--- src/rtl/core/chbd_pkg.sv ---
// ----------------------------------------------------------------------------
// Chunked body decoder package
// Shared constants, token types and the byte classifier used by the front
// and back parts of the decoder.
// ----------------------------------------------------------------------------
package chbd_pkg;

  localparam int SIZE_BITS = 48;

  localparam logic [7:0] CHAR_LF   = 8'h0A;
  localparam logic [7:0] CHAR_CR   = 8'h0D;
  localparam logic [7:0] CHAR_TAB  = 8'h09;
  localparam logic [7:0] CHAR_SP   = 8'h20;
  localparam logic [7:0] CHAR_SEMI = 8'h3B;

  // Result classes of a byte.
  localparam logic [1:0] CLS_FRAME   = 2'd0;
  localparam logic [1:0] CLS_PAYLOAD = 2'd1;
  localparam logic [1:0] CLS_TRAILER = 2'd2;

  typedef enum logic [2:0] {
    TK_LF,
    TK_CR,
    TK_SEMI,
    TK_WS,
    TK_HEX,
    TK_OTHER
  } tok_kind_t;

  typedef struct packed {
    logic [7:0] data;
    tok_kind_t  kind;
    logic [3:0] hex;
  } tok_t;

  typedef struct packed {
    logic [1:0] byte_class;
    logic [7:0] out_byte;
    logic       body_done;
    logic       format_error;
    logic       over_limit;
  } res_t;

  function automatic tok_t classify(input logic [7:0] c);
    tok_t t;
    t.data = c;
    t.kind = TK_OTHER;
    t.hex  = 4'd0;
    if (c == CHAR_LF) begin
      t.kind = TK_LF;
    end else if (c == CHAR_CR) begin
      t.kind = TK_CR;
    end else if (c == CHAR_SEMI) begin
      t.kind = TK_SEMI;
    end else if (c == CHAR_SP || c == CHAR_TAB) begin
      t.kind = TK_WS;
    end else if (c >= 8'h30 && c <= 8'h39) begin
      t.kind = TK_HEX;
      t.hex  = 4'(c - 8'h30);
    end else if (c >= 8'h61 && c <= 8'h66) begin
      t.kind = TK_HEX;
      t.hex  = 4'(c - 8'h57);
    end else if (c >= 8'h41 && c <= 8'h46) begin
      t.kind = TK_HEX;
      t.hex  = 4'(c - 8'h37);
    end
    return t;
  endfunction

endpackage

--- src/rtl/core/chbd_front.sv ---
// ----------------------------------------------------------------------------
// Chunked body decoder front end
// Accepts raw bytes, classifies each one and holds the tokens in a
// two-entry queue for the back end.
// ----------------------------------------------------------------------------
module chbd_front (
  input  logic              clk,
  input  logic              rst_n,
  input  logic              in_push,
  output logic              in_full,
  input  logic [7:0]        in_data_byte,
  output logic              tok_valid,
  output chbd_pkg::tok_t    tok,
  input  logic              tok_take
);

  chbd_pkg::tok_t q_r [2];
  logic           wr_ptr_r, wr_ptr_nxt;
  logic           rd_ptr_r, rd_ptr_nxt;
  logic [1:0]     cnt_r, cnt_nxt;
  logic           push;
  logic           pop;

  assign in_full   = (cnt_r == 2'd2);
  assign tok_valid = (cnt_r != 2'd0);
  assign tok       = q_r[rd_ptr_r];
  assign push      = in_push && !in_full;
  assign pop       = tok_take && tok_valid;

  always_comb begin
    wr_ptr_nxt = push ? !wr_ptr_r : wr_ptr_r;
    rd_ptr_nxt = pop ? !rd_ptr_r : rd_ptr_r;
    cnt_nxt    = cnt_r + 2'(push) - 2'(pop);
  end

  always_ff @(posedge clk) begin
    if (!rst_n) begin
      wr_ptr_r <= 1'b0;
      rd_ptr_r <= 1'b0;
      cnt_r    <= 2'd0;
    end else begin
      wr_ptr_r <= wr_ptr_nxt;
      rd_ptr_r <= rd_ptr_nxt;
      cnt_r    <= cnt_nxt;
    end
  end

  always_ff @(posedge clk) begin
    if (push) begin
      q_r[wr_ptr_r] <= chbd_pkg::classify(in_data_byte);
    end
  end

endmodule

--- src/rtl/core/chbd_back.sv ---
// ----------------------------------------------------------------------------
// Chunked body decoder back end
// Runs the framing state machine on classified tokens, one per cycle, and
// queues the results in a two-entry output queue, stalling while it is full.
// ----------------------------------------------------------------------------
module chbd_back (
  input  logic                                 clk,
  input  logic                                 rst_n,
  input  logic                                 cfg_wr_en,
  input  logic [chbd_pkg::SIZE_BITS-1:0]       cfg_wr_data,
  input  logic                                 tok_valid,
  input  chbd_pkg::tok_t                       tok,
  output logic                                 tok_take,
  output logic                                 out_empty,
  input  logic                                 out_pop,
  output chbd_pkg::res_t                       res
);

  localparam int SB = chbd_pkg::SIZE_BITS;
  localparam logic [SB-1:0] CNT_MAX = '1;

  typedef enum logic [2:0] {
    PH_SIZE,
    PH_DATA,
    PH_CRLF,
    PH_TRAIL,
    PH_DONE,
    PH_ERR
  } phase_t;

  typedef enum logic [1:0] {
    SUB_LEAD,
    SUB_DIGITS,
    SUB_TRAIL,
    SUB_EXT
  } sub_t;

  phase_t         phase_r, phase_nxt;
  sub_t           sub_r, sub_nxt;
  logic [SB-1:0]  acc_r, acc_nxt;
  logic           digit_r, digit_nxt;
  logic           cr_r, cr_nxt;
  logic [SB-1:0]  chunk_r, chunk_nxt;
  logic [SB-1:0]  pcnt_r, pcnt_nxt;
  logic           lim_flag_r, lim_flag_nxt;
  logic           tnz_r, tnz_nxt;
  logic [SB-1:0]  limit_r;
  logic [1:0]     cls;

  chbd_pkg::res_t q_r [2];
  logic           wr_ptr_r;
  logic           rd_ptr_r;
  logic [1:0]     cnt_r;
  logic           res_full;
  logic           pop;
  chbd_pkg::res_t res_new;

  assign res_full  = (cnt_r == 2'd2);
  assign out_empty = (cnt_r == 2'd0);
  assign res       = q_r[rd_ptr_r];
  assign tok_take  = tok_valid && !res_full;
  assign pop       = out_pop && !out_empty;

  always_comb begin
    phase_nxt    = phase_r;
    sub_nxt      = sub_r;
    acc_nxt      = acc_r;
    digit_nxt    = digit_r;
    cr_nxt       = cr_r;
    chunk_nxt    = chunk_r;
    pcnt_nxt     = pcnt_r;
    lim_flag_nxt = lim_flag_r;
    tnz_nxt      = tnz_r;
    cls          = chbd_pkg::CLS_FRAME;

    unique case (phase_r)
      PH_SIZE: begin
        if (tok.kind == chbd_pkg::TK_LF) begin
          if (!cr_r || !digit_r) begin
            phase_nxt = PH_ERR;
          end else begin
            chunk_nxt = acc_r;
            phase_nxt = (acc_r == '0) ? PH_TRAIL : PH_DATA;
            sub_nxt   = SUB_LEAD;
            acc_nxt   = '0;
            digit_nxt = 1'b0;
            cr_nxt    = 1'b0;
            tnz_nxt   = 1'b0;
          end
        end else begin
          cr_nxt = (tok.kind == chbd_pkg::TK_CR);
          if (sub_r == SUB_EXT) begin
            // Extension bytes are skipped up to the line end.
          end else if (cr_r) begin
            phase_nxt = PH_ERR;
          end else if (tok.kind == chbd_pkg::TK_CR) begin
            // Wait for the LF.
          end else if (tok.kind == chbd_pkg::TK_SEMI) begin
            sub_nxt = SUB_EXT;
          end else if (tok.kind == chbd_pkg::TK_WS) begin
            if (sub_r == SUB_DIGITS) sub_nxt = SUB_TRAIL;
          end else if (tok.kind != chbd_pkg::TK_HEX || sub_r == SUB_TRAIL) begin
            phase_nxt = PH_ERR;
          end else if (acc_r[SB-1:SB-4] != 4'd0) begin
            // Another digit would not fit in the size register.
            phase_nxt = PH_ERR;
          end else begin
            acc_nxt   = {acc_r[SB-5:0], tok.hex};
            digit_nxt = 1'b1;
            sub_nxt   = SUB_DIGITS;
          end
        end
      end
      PH_DATA: begin
        cls = chbd_pkg::CLS_PAYLOAD;
        if (pcnt_r != CNT_MAX) pcnt_nxt = pcnt_r + SB'(1);
        // The incremented count exceeds the limit exactly when the old count
        // reaches it, except when both sit at the saturation value.
        if (limit_r != '0 && pcnt_r >= limit_r &&
            !(pcnt_r == CNT_MAX && limit_r == CNT_MAX)) begin
          lim_flag_nxt = 1'b1;
        end
        if (chunk_r != '0) chunk_nxt = chunk_r - SB'(1);
        if (chunk_r <= SB'(1)) begin
          phase_nxt = PH_CRLF;
          cr_nxt    = 1'b0;
        end
      end
      PH_CRLF: begin
        if (tok.kind == chbd_pkg::TK_LF) begin
          phase_nxt = PH_SIZE;
          sub_nxt   = SUB_LEAD;
          acc_nxt   = '0;
          digit_nxt = 1'b0;
          cr_nxt    = 1'b0;
        end else if (tok.kind == chbd_pkg::TK_CR && !cr_r) begin
          cr_nxt = 1'b1;
        end else begin
          phase_nxt = PH_ERR;
        end
      end
      PH_TRAIL: begin
        if (tok.kind == chbd_pkg::TK_LF && cr_r) begin
          cr_nxt = 1'b0;
          if (tnz_r) begin
            cls     = chbd_pkg::CLS_TRAILER;
            tnz_nxt = 1'b0;
          end else begin
            phase_nxt = PH_DONE;
          end
        end else if (tok.kind == chbd_pkg::TK_CR && !tnz_r && !cr_r) begin
          cr_nxt = 1'b1;
        end else begin
          tnz_nxt = 1'b1;
          cr_nxt  = (tok.kind == chbd_pkg::TK_CR);
          cls     = chbd_pkg::CLS_TRAILER;
        end
      end
      PH_DONE, PH_ERR: begin
      end
      default: begin
        phase_nxt = PH_ERR;
      end
    endcase

    res_new.byte_class   = cls;
    res_new.out_byte     = (cls != chbd_pkg::CLS_FRAME) ? tok.data : 8'd0;
    res_new.body_done    = (phase_nxt == PH_DONE);
    res_new.format_error = (phase_nxt == PH_ERR);
    res_new.over_limit   = lim_flag_nxt;
  end

  always_ff @(posedge clk) begin
    if (!rst_n) begin
      phase_r    <= PH_SIZE;
      sub_r      <= SUB_LEAD;
      acc_r      <= '0;
      digit_r    <= 1'b0;
      cr_r       <= 1'b0;
      chunk_r    <= '0;
      pcnt_r     <= '0;
      lim_flag_r <= 1'b0;
      tnz_r      <= 1'b0;
      limit_r    <= '0;
      wr_ptr_r   <= 1'b0;
      rd_ptr_r   <= 1'b0;
      cnt_r      <= 2'd0;
    end else begin
      if (cfg_wr_en) limit_r <= cfg_wr_data;
      if (tok_take) begin
        phase_r    <= phase_nxt;
        sub_r      <= sub_nxt;
        acc_r      <= acc_nxt;
        digit_r    <= digit_nxt;
        cr_r       <= cr_nxt;
        chunk_r    <= chunk_nxt;
        pcnt_r     <= pcnt_nxt;
        lim_flag_r <= lim_flag_nxt;
        tnz_r      <= tnz_nxt;
        wr_ptr_r   <= !wr_ptr_r;
      end
      if (pop) rd_ptr_r <= !rd_ptr_r;
      cnt_r <= cnt_r + 2'(tok_take) - 2'(pop);
    end
  end

  always_ff @(posedge clk) begin
    if (tok_take) begin
      q_r[wr_ptr_r] <= res_new;
    end
  end

endmodule

--- src/rtl/core/http_chunked_body_decoder.sv ---
// ----------------------------------------------------------------------------
// HTTP/1.1 chunked body decoder
// Decodes a chunked message body one byte per transaction and reports the
// class of each byte together with sticky done, error and over-limit flags.
// ----------------------------------------------------------------------------
// The decoder takes one byte per clock while in_full is low and gives one
// result per byte, in order. An accepted byte is classified into a two-entry
// token queue; the framing state machine then takes the token, updates its
// state and writes its result into a two-entry output queue, from which the
// result is shown on the out_ ports until it is popped. Sustained rate is one
// byte per cycle as long as results are popped; when they are not, the output
// queue fills, then the token queue, and in_full rises. body_limit is written
// through cfg_wr_en and cfg_wr_data; the user must change it only while the
// decoder has no byte in flight, as the block itself does not enforce this.
module http_chunked_body_decoder (
  input  logic                            clk,
  input  logic                            rst_n,
  input  logic                            cfg_wr_en,
  input  logic [chbd_pkg::SIZE_BITS-1:0]  cfg_wr_data,
  input  logic                            in_push,
  output logic                            in_full,
  input  logic [7:0]                      in_data_byte,
  output logic                            out_empty,
  input  logic                            out_pop,
  output logic [1:0]                      out_byte_class,
  output logic [7:0]                      out_out_byte,
  output logic                            out_body_done,
  output logic                            out_format_error,
  output logic                            out_over_limit
);

  logic           tok_valid;
  logic           tok_take;
  chbd_pkg::tok_t tok;
  chbd_pkg::res_t res;

  chbd_front u_front (
    .clk          (clk),
    .rst_n        (rst_n),
    .in_push      (in_push),
    .in_full      (in_full),
    .in_data_byte (in_data_byte),
    .tok_valid    (tok_valid),
    .tok          (tok),
    .tok_take     (tok_take)
  );

  chbd_back u_back (
    .clk         (clk),
    .rst_n       (rst_n),
    .cfg_wr_en   (cfg_wr_en),
    .cfg_wr_data (cfg_wr_data),
    .tok_valid   (tok_valid),
    .tok         (tok),
    .tok_take    (tok_take),
    .out_empty   (out_empty),
    .out_pop     (out_pop),
    .res         (res)
  );

  assign out_byte_class   = res.byte_class;
  assign out_out_byte     = res.out_byte;
  assign out_body_done    = res.body_done;
  assign out_format_error = res.format_error;
  assign out_over_limit   = res.over_limit;

endmodule

--- config.mk ---
export PLATFORM = sky130hd
export DESIGN_NAME = http_chunked_body_decoder
export DESIGN_NICKNAME = d
export VERILOG_FILES = /design/src/rtl/core/chbd_pkg.sv /design/src/rtl/core/chbd_front.sv /design/src/rtl/core/chbd_back.sv /design/src/rtl/core/http_chunked_body_decoder.sv
export SDC_FILE = /design/constraint.sdc
export NUM_CORES = 1
export LEC_CHECK = 0
export BUFFER_PORTS_ARGS = -buffer_cell sky130_fd_sc_hd__buf_2
export CORE_MARGIN = 5
export CORE_UTILIZATION = 35
export DETAILED_ROUTE_END_ITERATION = 6
export GPL_TIMING_DRIVEN = 1
export PLACE_DENSITY = 0.52
export SETUP_SLACK_MARGIN = 0.5
export SLEW_MARGIN = 20
export SYNTH_ARGS = -nofsm -noshare
export SYNTH_HDL_FRONTEND = slang
export SYNTH_SLANG_ARGS = --single-unit
export TNS_END_PERCENT = 5
--- constraint.sdc ---
create_clock -name clk -period 3.4 [get_ports clk]
set_input_delay 0.85 -clock clk [delete_from_list [all_inputs] [get_ports clk]]
set_output_delay 0.85 -clock clk [all_outputs]
set_load 0.005 [all_outputs]
==> parameters.txt, run 1 <==
Parameter                              Value

Timing
  Max Slew Vio Count ... 0
  Slew at the pin with the worst max-slew slack ... 0.871 ns
  Maximum clock frequency ... 347 MHz
  Setup TNS ... 0 ns
  Setup-violating endpoint count in the final report ... 0
  Unrepaired setup endpoints after global routing ... true
  Final Hold Viols ... 0
  Max-slew headroom at the worst pin ... 41.9%
  Minimum clock period after layout ... 2.88 ns
  Final worst hold slack ... 0.483 ns
  Post-route setup slack ... 0.518 ns
  Final setup skew ... 0.0233 ns
  Fin crit share ... 84.8%

Power and ir drop
  NetSw ... 4.14 mW
  Clock Power Share ... 29.8%
  Power density relative to cell area ... 710 nW/µm²
  Reg power frac ... 34.9%
  Overall power consumption ... 11.4 mW
  Design internal power ... 7.24 mW
  Sw Share ... 36.4%
  Combinational fraction of design power ... 35.4%
  Highest ir drop seen on vdd ... 0.000432 V
  Leakage ... 5.95 nW

Routing
  Residual DRC ... 0
  Vias per std cell ... 5.44
  1st-iter DRT viols ... 776
  1st-pass router iterations ... 5
  WL/cell ... 17.0 µm
  Via count ... 11,973
  Final WL ... 37,300 µm
  Detail Route Antenna Nets ... 0

Yosys
  Count of flip-flops with a built-in enable after synthesis ... 56
  Post-synthesis instance area ... 13,900 µm²
  Top area cells in the synthesized netlist ... sky130_fd_sc_hd__dfxtp_1 (30%), sky130_fd_sc_hd__edfxtp_1 (12%), sky130_fd_sc_hd__ha_1 (5.5%)
  Leading register cell type out of synthesis ... sky130_fd_sc_hd__dfxtp_1
  Yosys reg bits ... 267
  Synth unique cells ... 76
  Syn Inst Count ... 1,599
  Share of flip-flops with an asynchronous set or reset ... 0%
  Part of the Yosys area used for sequential elements ... 42.4%
  Number of warnings reported in the yosys synthesis log ... 0
  Number of nets produced by synthesis ... 1,721
  Synthesized area per cell ... 8.70 µm²
  Leading area contributor after synthesis ... sky130_fd_sc_hd__dfxtp_1
  Area fraction of the dominant cell type after synthesis ... 30.3%

Clock tree
  Clock slew seen by the registers of the worst setup and hold paths ... 0.06 ns
  H-Tree Level Count ... 1
  CTS tree ... yes
  Maximum root-to-sink buffer count ... 3
  Cts bufs inserted ... 31
  Clock latency reported for the late side of the worst-skew pair ... 0.56 ns
  Post-cts hold buffer count ... 0
  Clk Tree Root Cell ... sky130_fd_sc_hd__clkbuf_16
  Number of clock sinks ... 267

Outcome
  Run status ... complete, no violations

Worst setup path
  Startpoint of the most critical setup path ... u_back.chunk_r[22]$_SDFFE_PN0P_
  Crit. End Element ... flip-flop
  CP max FO ... 22
  Required time at the worst-slack endpoint ... 3.86 ns
  Data arrival time of the critical path ... 3.34 ns
  Critical path startpoint category ... flip-flop
  Critical setup path kind ... reg -> reg
  Launching point of the worst reg2reg path ... u_back.chunk_r[22]$_SDFFE_PN0P_

Cells and area
  Antenna Cells ... 0
  Leading cell type in the layout, fill and taps excluded ... sky130_fd_sc_hd__dfxtp_1
  Area overhead of the layout relative to synthesis ... 15.1%
  Layout cell share with drive strength beyond 1 ... 12.6%
  Most used cells in the layout excluding fill and tap cells ... sky130_fd_sc_hd__dfxtp_1 (211), sky130_fd_sc_hd__nor2_1 (173), sky130_fd_sc_hd__nand2_1 (140)
  Final nets ... 1,773
  Cell area after layout ... 16,000 µm²
  Post-layout utilization of the core ... 40.5%
  Number of filler cells placed in the layout ... 3,929
  Final Instance Count excl. Fillers ... 2,199

Die
  DIE WIDTH ... 209 µm
  Number of cell rows ... 73
  Die Area ... 43,900 µm²
  Top-level I/O count ... 76
  Starting Density ... 35.2%
  Die Y ... 209 µm
  Area of the core region ... 39,500 µm²

Flow run
  Count of max-cap constraint violations ... 0

Worst hold path
  Worst Min Path Start ... u_back.chunk_r[30]$_SDFFE_PN0P_
  Worst hold path class ... reg -> reg

Global routing
  Overflow left after global routing ... 0
  Via count of the first global-routing pass ... 11,424
  Initial antenna violation count ... 0
  Overall Global Routing Usage ... 16.3%
  First-pass GRT wire length ... 60,200 µm
  Largest net degree at the start of global routing ... 126

Placement
  Worst slack after detailed placement ... 0.437 ns
  Number of buffers added on ports ... 75
  # placed instances ... 2,140
  Detailed placer's ending HPWL ... 25,700 µm
  Routability cong. ... 0.815
  Post-place instance area ... 14,900 µm²
==> Yosys cell counts (all sizes together), types with 16 or more instances <==
cell type    n
a21oi      100
and3        16
buf         24
clkbuf      71
dfxtp      211
edfxtp      56
ha          61
inv         72
mux2i       73
nand2      140
nand3       84
nand4       35
nor2       173
nor3        44
nor4        45
o211ai      19
o21ai      106
o31ai       20
or3         19
xor2        19
==> power by group through the flow <==
stage / Sequential (mW) / Clock, mW / Combinational [mW]
finish: 3.97 / 3.39 / 4.03
global route: 4.01 / 3.62 / 4.49
CTS: 3.97 / 3.50 / 3.94
detailed placement: 4.03 / 0 / 3.91
global placement: 4.02 / 0 / 3.88
floorplan: 3.87 / 0 / 2.79
==> timing repair <==
item	CTS	global route
gates cloned	0	1
pin swaps	0	2
endpoints found under the hold margin	0	0
gates resized for setup	1	7
setup endpoints to repair	16	64
buffers inserted	0	2
==> per-layer routing <==
layer,vias up,GRT usage (%),routed length (µm)
met5,-,0,0
met4,0,3.35,466
met1,5718,22.8,17400
li1,5966,-,-
met3,35,2.71,1920
met2,254,26.6,17500
==> final cells by class <==
class                   count  area (µm²)  area share [%]
repair buffers            114         754            4.71
clock buffers              40         820            5.11
inverters                  73         277            1.73
well taps                 525         657            4.10
clock inverters            16         214            1.33
multi-input cells        1164        7400            46.2
flip-flops and latches    267        5910            36.8
==> cell families (layout without fill, tap and decap cells) <==
family                     Yosys count  in the layout  share of synthesized area, %
and+or+nand+nor                    618            618                          21.7
AOI/OAI and AO/OA                  363            363                          17.0
DFF                                267            267                          42.4
buffers and inverters              168            243                          4.85
muxes                               88             88                          6.46
adders and majority gates           61             61                          5.48
xor gates and xnor gates            34             34                          2.14
==> path summary, 6_finish.rpt <==
check                                                       end  slack (ns)  depth (start not counted)
worst max-delay path            u_back.chunk_r[27]$_SDFFE_PN0P_        0.52                          7
worst min-delay path            u_back.chunk_r[30]$_SDFFE_PN0P_        0.48                          2
worst max register to register  u_back.chunk_r[27]$_SDFFE_PN0P_        0.52                          7
worst min register to register  u_back.chunk_r[30]$_SDFFE_PN0P_        0.48                          2
==> worst max-delay path: stages, from the launching register on <==
cell and delay [ns]:
sky130_fd_sc_hd__dfxtp_1 0.36, sky130_fd_sc_hd__or4_4 0.56, sky130_fd_sc_hd__or4_4 0.58, sky130_fd_sc_hd__nor4_4 0.43
sky130_fd_sc_hd__a41o_4 0.32, sky130_fd_sc_hd__buf_12 0.17, sky130_fd_sc_hd__a21oi_1 0.06, sky130_fd_sc_hd__o221a_2 0.28
==> flip-flops by register name, indices dropped and copies added (netlist names), 2 cells and up, named ones only <==
signal and cells:
u_back.q_r 26, u_back.chunk_r 48, u_back.cnt_r 2, u_back.limit_r 48, u_back.sub_r 2, u_back.phase_r 3, u_back.pcnt_r 48, u_front.q_r 30
u_back.acc_r 48, u_front.cnt_r 2
No activity file was read; power rests on OpenSTA's default activity.
==> inputs of run 2 (changes only) <==
==> constraint.sdc (replaced) <==
create_clock -name clk -period 2.7 [get_ports clk]
set_input_delay 0.675 -clock clk [delete_from_list [all_inputs] [get_ports clk]]
set_output_delay 0.675 -clock clk [all_outputs]
set_load 0.005 [all_outputs]
==> parameters.txt, run 2 (synthesized netlist as in run 1, its figures left out) <==
Parameter                              Value

Clock tree
  H-Tree Level Count ... 2
  Clock latency reported for the late side of the worst-skew pair ... 0.52 ns
  Number of clock sinks ... 267
  CTS tree ... yes
  Post-cts hold buffer count ... 0
  Maximum root-to-sink buffer count ... 3
  Cts bufs inserted ... 34
  Clock slew seen by the registers of the worst setup and hold paths ... 0.06 ns
  Clk Tree Root Cell ... sky130_fd_sc_hd__clkbuf_16

Die
  Area of the core region ... 39,500 µm²
  Number of cell rows ... 73
  DIE WIDTH ... 209 µm
  Die Y ... 209 µm
  Top-level I/O count ... 76
  Die Area ... 43,900 µm²
  Starting Density ... 35.2%

Cells and area
  Antenna Cells ... 0
  Layout cell share with drive strength beyond 1 ... 19.0%
  Area overhead of the layout relative to synthesis ... 20.6%
  Storage cell area ... 5950 µm²
  Final Instance Count excl. Fillers ... 2,244
  Number of filler cells placed in the layout ... 3,905
  Cell area after layout ... 16,800 µm²
  Leading cell type in the layout, fill and taps excluded ... sky130_fd_sc_hd__dfxtp_1
  Area of the multi-input gates ... 7610 µm²
  Most used cells in the layout excluding fill and tap cells ... sky130_fd_sc_hd__dfxtp_1 (179), sky130_fd_sc_hd__nor2_1 (170), sky130_fd_sc_hd__nand2_1 (140)
  Final nets ... 1,815
  Post-layout utilization of the core ... 42.4%

Placement
  Detailed placer's ending HPWL ... 26,000 µm
  Routability cong. ... 0.816
  Worst slack after detailed placement ... 0.0492 ns
  Number of buffers added on ports ... 75
  Post-place instance area ... 15,200 µm²
  # placed instances ... 2,170

Routing
  WL/cell ... 17.2 µm
  1st-iter DRT viols ... 764
  Final WL ... 38,500 µm
  Vias per std cell ... 5.43
  1st-pass router iterations ... 5
  Detail Route Antenna Nets ... 0
  Via count ... 12,177
  Residual DRC ... 0

Timing
  Fin crit share ... 92.9%
  Minimum clock period after layout ... 2.51 ns
  Max-slew headroom at the worst pin ... 50.4%
  Max Slew Vio Count ... 0
  Final worst hold slack ... 0.392 ns
  Final Hold Viols ... 0
  Post-route setup slack ... 0.193 ns
  Setup TNS ... 0 ns
  Setup-violating endpoint count in the final report ... 0
  Maximum clock frequency ... 399 MHz
  Final setup skew ... 0.0233 ns
  Slew at the pin with the worst max-slew slack ... 0.744 ns
  Unrepaired setup endpoints after global routing ... true

Worst hold path
  Worst hold path class ... in -> reg
  Worst Min Path Start ... cfg_wr_data[43]
  Worst-case hold path end point ... u_back.limit_r[43]$_SDFFE_PN0P_
  Worst Hold Path Cells ... 3

Power and ir drop
  Leakage ... 6.32 nW
  Power density relative to cell area ... 919 nW/µm²
  Highest ir drop seen on vdd ... 0.000539 V
  Overall power consumption ... 15.4 mW

Global routing
  Overall Global Routing Usage ... 16.7%
  Via count of the first global-routing pass ... 11,728
  Overflow left after global routing ... 0
  First-pass GRT wire length ... 61,600 µm
  Largest net degree at the start of global routing ... 132
  Initial antenna violation count ... 0

Worst setup path
  CP max FO ... 8
  Capture point of the worst reg-to-reg path ... u_back.chunk_r[40]$_SDFFE_PN0P_
  Required time at the worst-slack endpoint ... 3.07 ns
  Crit. End Element ... flip-flop
  Critical setup path kind ... reg -> reg
  Worst reg2reg path depth ... 8
  Critical path startpoint category ... flip-flop
  R2r setup slk ... 0.19 ns
  Data arrival time of the critical path ... 2.88 ns
  Launching point of the worst reg2reg path ... u_back.chunk_r[30]$_SDFFE_PN0P_

Flow run
  Count of max-cap constraint violations ... 0

Outcome
  Run status ... complete, no violations
==> run 2: changes by cell type in the layout (fill, tap and decap cells not counted), moves of 4 or more <==
| cell | change |
|---|---|
| sky130_fd_sc_hd__buf_4 | +32 |
| sky130_fd_sc_hd__dfxtp_1 | -32 |
| sky130_fd_sc_hd__dfxtp_2 | +30 |
| sky130_fd_sc_hd__clkbuf_16 | +7 |
| sky130_fd_sc_hd__clkbuf_8 | +6 |
| sky130_fd_sc_hd__nor3_1 | -6 |
| sky130_fd_sc_hd__a21oi_1 | -5 |
| sky130_fd_sc_hd__nor3_2 | +5 |
| sky130_fd_sc_hd__a21oi_2 | +4 |
==> run 2: worst max-delay path by stage <==
stage / startpoint / endpoint / cells after the start
after global routing: u_back.chunk_r[30]$_SDFFE_PN0P_ / u_back.chunk_r[24]$_SDFFE_PN0P_ / 8
after detailed placement: u_back.chunk_r[27]$_SDFFE_PN0P_ / u_back.q_r[1][1]$_DFFE_PP_ / 7
after CTS: flip-flop / out_body_done / 2
after global placement: u_back.chunk_r[27]$_SDFFE_PN0P_ / u_back.q_r[0][1]$_DFFE_PP_ / 7
after floorplan: u_back.chunk_r[21]$_SDFFE_PN0P_ / u_back.chunk_r[35]$_SDFFE_PN0P_ / 10
final: u_back.chunk_r[30]$_SDFFE_PN0P_ / u_back.chunk_r[40]$_SDFFE_PN0P_ / 8
==> run 2: where the power goes <==
part	switching [mW]	leakage, nW	internal [mW]
Sequential	0.302	2.25	4.61
Combinational	3.51	3.48	2.20
Clock	1.76	0.596	3.04
==> run 2: worst max-delay path: stages (launching register included) <==
cell and delay, ns:
sky130_fd_sc_hd__dfxtp_2 0.32, sky130_fd_sc_hd__or4_4 0.53, sky130_fd_sc_hd__or4_4 0.52, sky130_fd_sc_hd__buf_4 0.20, sky130_fd_sc_hd__nor4b_4 0.25, sky130_fd_sc_hd__buf_4 0.19, sky130_fd_sc_hd__nand2_1 0.09, sky130_fd_sc_hd__a21oi_1 0.17
sky130_fd_sc_hd__o32ai_1 0.10
==> run 2: layout make-up <==
type / instances / share of cell area (%)
clock buffer: 51 / 6.38
clock inverter: 11 / 0.835
inverter: 73 / 1.65
multi-input combinational: 1164 / 45.3
sequential: 267 / 35.5
tap: 525 / 3.91
timing repair buffer: 153 / 6.43
==> run 2: layer usage <==
| layer | GRT usage [%] | vias to the layer above | share of wire, % |
|---|---|---|---|
| li1 | - | 6068 | - |
| met1 | 23.0 | 5845 | 47 |
| met2 | 27.9 | 220 | 47 |
| met3 | 2.42 | 44 | 3.9 |
| met4 | 3.87 | 0 | 1.7 |
| met5 | 0 | - | 0 |
==> run 2: repair_timing <==
action                     in CTS  in global routing
pin swaps                       6                 13
setup buffers                   4                  5
gates resized for setup        11                 76
gates cloned                    1                  2
setup endpoints to repair     163                190
==> inputs of run 3 (changes only) <==
--- a/config.mk
+++ b/config.mk
@@ -6,11 +6,13 @@
 export NUM_CORES = 1
 export LEC_CHECK = 0
 export BUFFER_PORTS_ARGS = -buffer_cell sky130_fd_sc_hd__buf_2
+export CELL_PAD_IN_SITES_DETAIL_PLACEMENT = 0
+export CELL_PAD_IN_SITES_GLOBAL_PLACEMENT = 1
 export CORE_MARGIN = 5
 export CORE_UTILIZATION = 35
 export DETAILED_ROUTE_END_ITERATION = 6
 export GPL_TIMING_DRIVEN = 1
-export PLACE_DENSITY = 0.52
+export PLACE_DENSITY = 0.63
 export SETUP_SLACK_MARGIN = 0.5
 export SLEW_MARGIN = 20
 export SYNTH_ARGS = -nofsm -noshare
==> parameters.txt, run 3 (synthesized netlist as in run 1, its figures left out) <==
Parameter                              Value

Outcome
  Run status ... complete, no violations

Timing
  Max-slew headroom at the worst pin ... 42.9%
  Max Slew Vio Count ... 0
  Setup-violating endpoint count in the final report ... 0
  Final setup skew ... 0.0220 ns
  Final Hold Viols ... 0
  Setup TNS ... 0 ns
  Maximum clock frequency ... 378 MHz
  Fin crit share ... 97.9%
  Unrepaired setup endpoints after global routing ... true
  Slew at the pin with the worst max-slew slack ... 0.849 ns
  Post-route setup slack ... 0.0575 ns
  Minimum clock period after layout ... 2.64 ns

Routing
  Final WL ... 40,800 µm
  Detail Route Antenna Nets ... 0
  Residual DRC ... 0
  Vias per std cell ... 5.41
  Via count ... 12,297
  1st-pass router iterations ... 5
  WL/cell ... 18.0 µm
  1st-iter DRT viols ... 749

Cells and area
  Most used cells in the layout excluding fill and tap cells ... sky130_fd_sc_hd__dfxtp_1 (205), sky130_fd_sc_hd__nor2_1 (168), sky130_fd_sc_hd__nand2_1 (140)
  Storage cell area ... 5920 µm²
  Area overhead of the layout relative to synthesis ... 23.7%
  Number of filler cells placed in the layout ... 3,926
  Area of the multi-input gates ... 7650 µm²
  Leading cell type in the layout, fill and taps excluded ... sky130_fd_sc_hd__dfxtp_1
  Antenna Cells ... 0
  Final nets ... 1,845
  Layout cell share with drive strength beyond 1 ... 19.0%

Worst setup path
  Critical Path Max Stage Delay ... 0.52 ns
  Data arrival time of the critical path ... 3.07 ns
  Critical path buffers and inverters ... 2
  Critical setup path kind ... reg -> reg
  Slowest stage cell on the critical path ... sky130_fd_sc_hd__or4_1
  Family with the most delay on the worst path ... simple AND/OR/NAND/NOR gates
  Worst reg2reg path depth ... 8
  Required time at the worst-slack endpoint ... 3.13 ns
  Critical path startpoint category ... flip-flop
  Crit. End Element ... flip-flop
  CP max FO ... 7
  Stages on worst setup path ... 8
  Critical-path cell list ... or4_1 > or4_4 > nor4_4 > a41o_4 > buf_12 > buf_12 > nor2_2 > o221a_2
  Most common cell type on the critical path ... sky130_fd_sc_hd__buf_12

Global routing
  Overall Global Routing Usage ... 17.4%
  First-pass GRT wire length ... 62,700 µm
  Via count of the first global-routing pass ... 11,531
  Initial antenna violation count ... 0
  Largest net degree at the start of global routing ... 132
  Overflow left after global routing ... 0

Die
  Die Area ... 43,900 µm²
  Top-level I/O count ... 76
  DIE WIDTH ... 209 µm
  Die Y ... 209 µm
  Area of the core region ... 39,500 µm²
  Starting Density ... 35.2%
  Number of cell rows ... 73

Power and ir drop
  Power density relative to cell area ... 953 nW/µm²
  Highest ir drop seen on vdd ... 0.000600 V
  Leakage ... 6.56 nW

Placement
  Routability cong. ... 0.831
  Worst slack after detailed placement ... 0.00972 ns
  Number of buffers added on ports ... 75
  Detailed placer's ending HPWL ... 27,000 µm

Clock tree
  H-Tree Level Count ... 2
  Clock slew seen by the registers of the worst setup and hold paths ... 0.06 ns
  Clk Tree Root Cell ... sky130_fd_sc_hd__clkbuf_16
  Number of clock sinks ... 267
  Cts bufs inserted ... 34
  Clock latency reported for the late side of the worst-skew pair ... 0.54 ns
  CTS tree ... yes
  Post-cts hold buffer count ... 0
  Maximum root-to-sink buffer count ... 3

Flow run
  Count of max-cap constraint violations ... 0

Worst hold path
  Worst Hold Path Cells ... 3
  Worst hold path class ... in -> reg
## run 3: changes by cell type in the layout (fill, tap and decap cells not counted), moves of 6 or more
cell                      change
sky130_fd_sc_hd__dfxtp_2     -25
sky130_fd_sc_hd__buf_4       +20
sky130_fd_sc_hd__dfxtp_1     +26
sky130_fd_sc_hd__a21oi_2      +6
sky130_fd_sc_hd__o21ai_2      +7
sky130_fd_sc_hd__o21ai_1     +11
sky130_fd_sc_hd__o21ai_0     -18
sky130_fd_sc_hd__a21oi_1      -8
## run 3: layout make-up
type	count	area share [%]
Tap cell	525	3.82
Timing Repair Buffer	183	8.60
Clock inverter	11	1.10
Multi-Input combinational cell	1164	44.5
Inverter	73	1.61
Sequential cell	267	34.4
Clock buffer	49	6.05
## run 3: path summary, 6_finish.rpt
path / startpoint / end / slack (ns)
worst min-delay path: cfg_wr_data[22] / u_back.limit_r[22]$_SDFFE_PN0P_ / 0.38
worst max register to register: u_back.chunk_r[27]$_SDFFE_PN0P_ / u_back.chunk_r[29]$_SDFFE_PN0P_ / 0.06
worst max-delay path: u_back.chunk_r[27]$_SDFFE_PN0P_ / u_back.chunk_r[29]$_SDFFE_PN0P_ / 0.06
worst min register to register: u_back.chunk_r[30]$_SDFFE_PN0P_ / u_back.chunk_r[30]$_SDFFE_PN0P_ / 0.47
## run 3: timing repair
item,CTS,global route
gates resized for setup,14,93
setup endpoints to repair,155,195
buffers inserted,6,13
pin swaps,10,35
cloned,1,6
## run 3: worst reg2reg max path, cell delays in order (launching register included)
cell	delay (ns)
sky130_fd_sc_hd__dfxtp_2	0.31
sky130_fd_sc_hd__or4_1	0.52
sky130_fd_sc_hd__or4_4	0.52
sky130_fd_sc_hd__nor4_4	0.35
sky130_fd_sc_hd__a41o_4	0.30
sky130_fd_sc_hd__buf_12	0.12
sky130_fd_sc_hd__buf_12	0.12
sky130_fd_sc_hd__nor2_2	0.04
sky130_fd_sc_hd__o221a_2	0.27
## run 3: power breakdown
group,total [mW],internal (mW),switching [mW]
Combinational,6.54,2.72,3.82
Clock,4.94,3.16,1.78
Sequential,4.93,4.61,0.319
Total,16.4,10.5,5.92
## run 3: stage by stage
step / util, % / instance area (µm²) / power, mW / std cells / hold WS [ns]
floorplan: - / 13900 / 8.46 / 1599 / 0.434
global placement: 38.6 / 15300 / 10.4 / 2186 / 0.458
detailed placement: 38.6 / 15300 / 10.5 / 2186 / 0.455
CTS: 42.1 / 16700 / 15.8 / 2253 / 0.334
global route: 43.5 / 17200 / 17.3 / 2272 / 0.370
finish: 43.5 / 17200 / 16.4 / 2272 / 0.375
## run 3: per-layer routing
layer | global-route usage [%] | part of all wire, %
met1 | 24.4 | 48
met2 | 27.1 | 45
met3 | 3.56 | 5.1
met4 | 5.20 | 2.0
met5 | 0 | 0
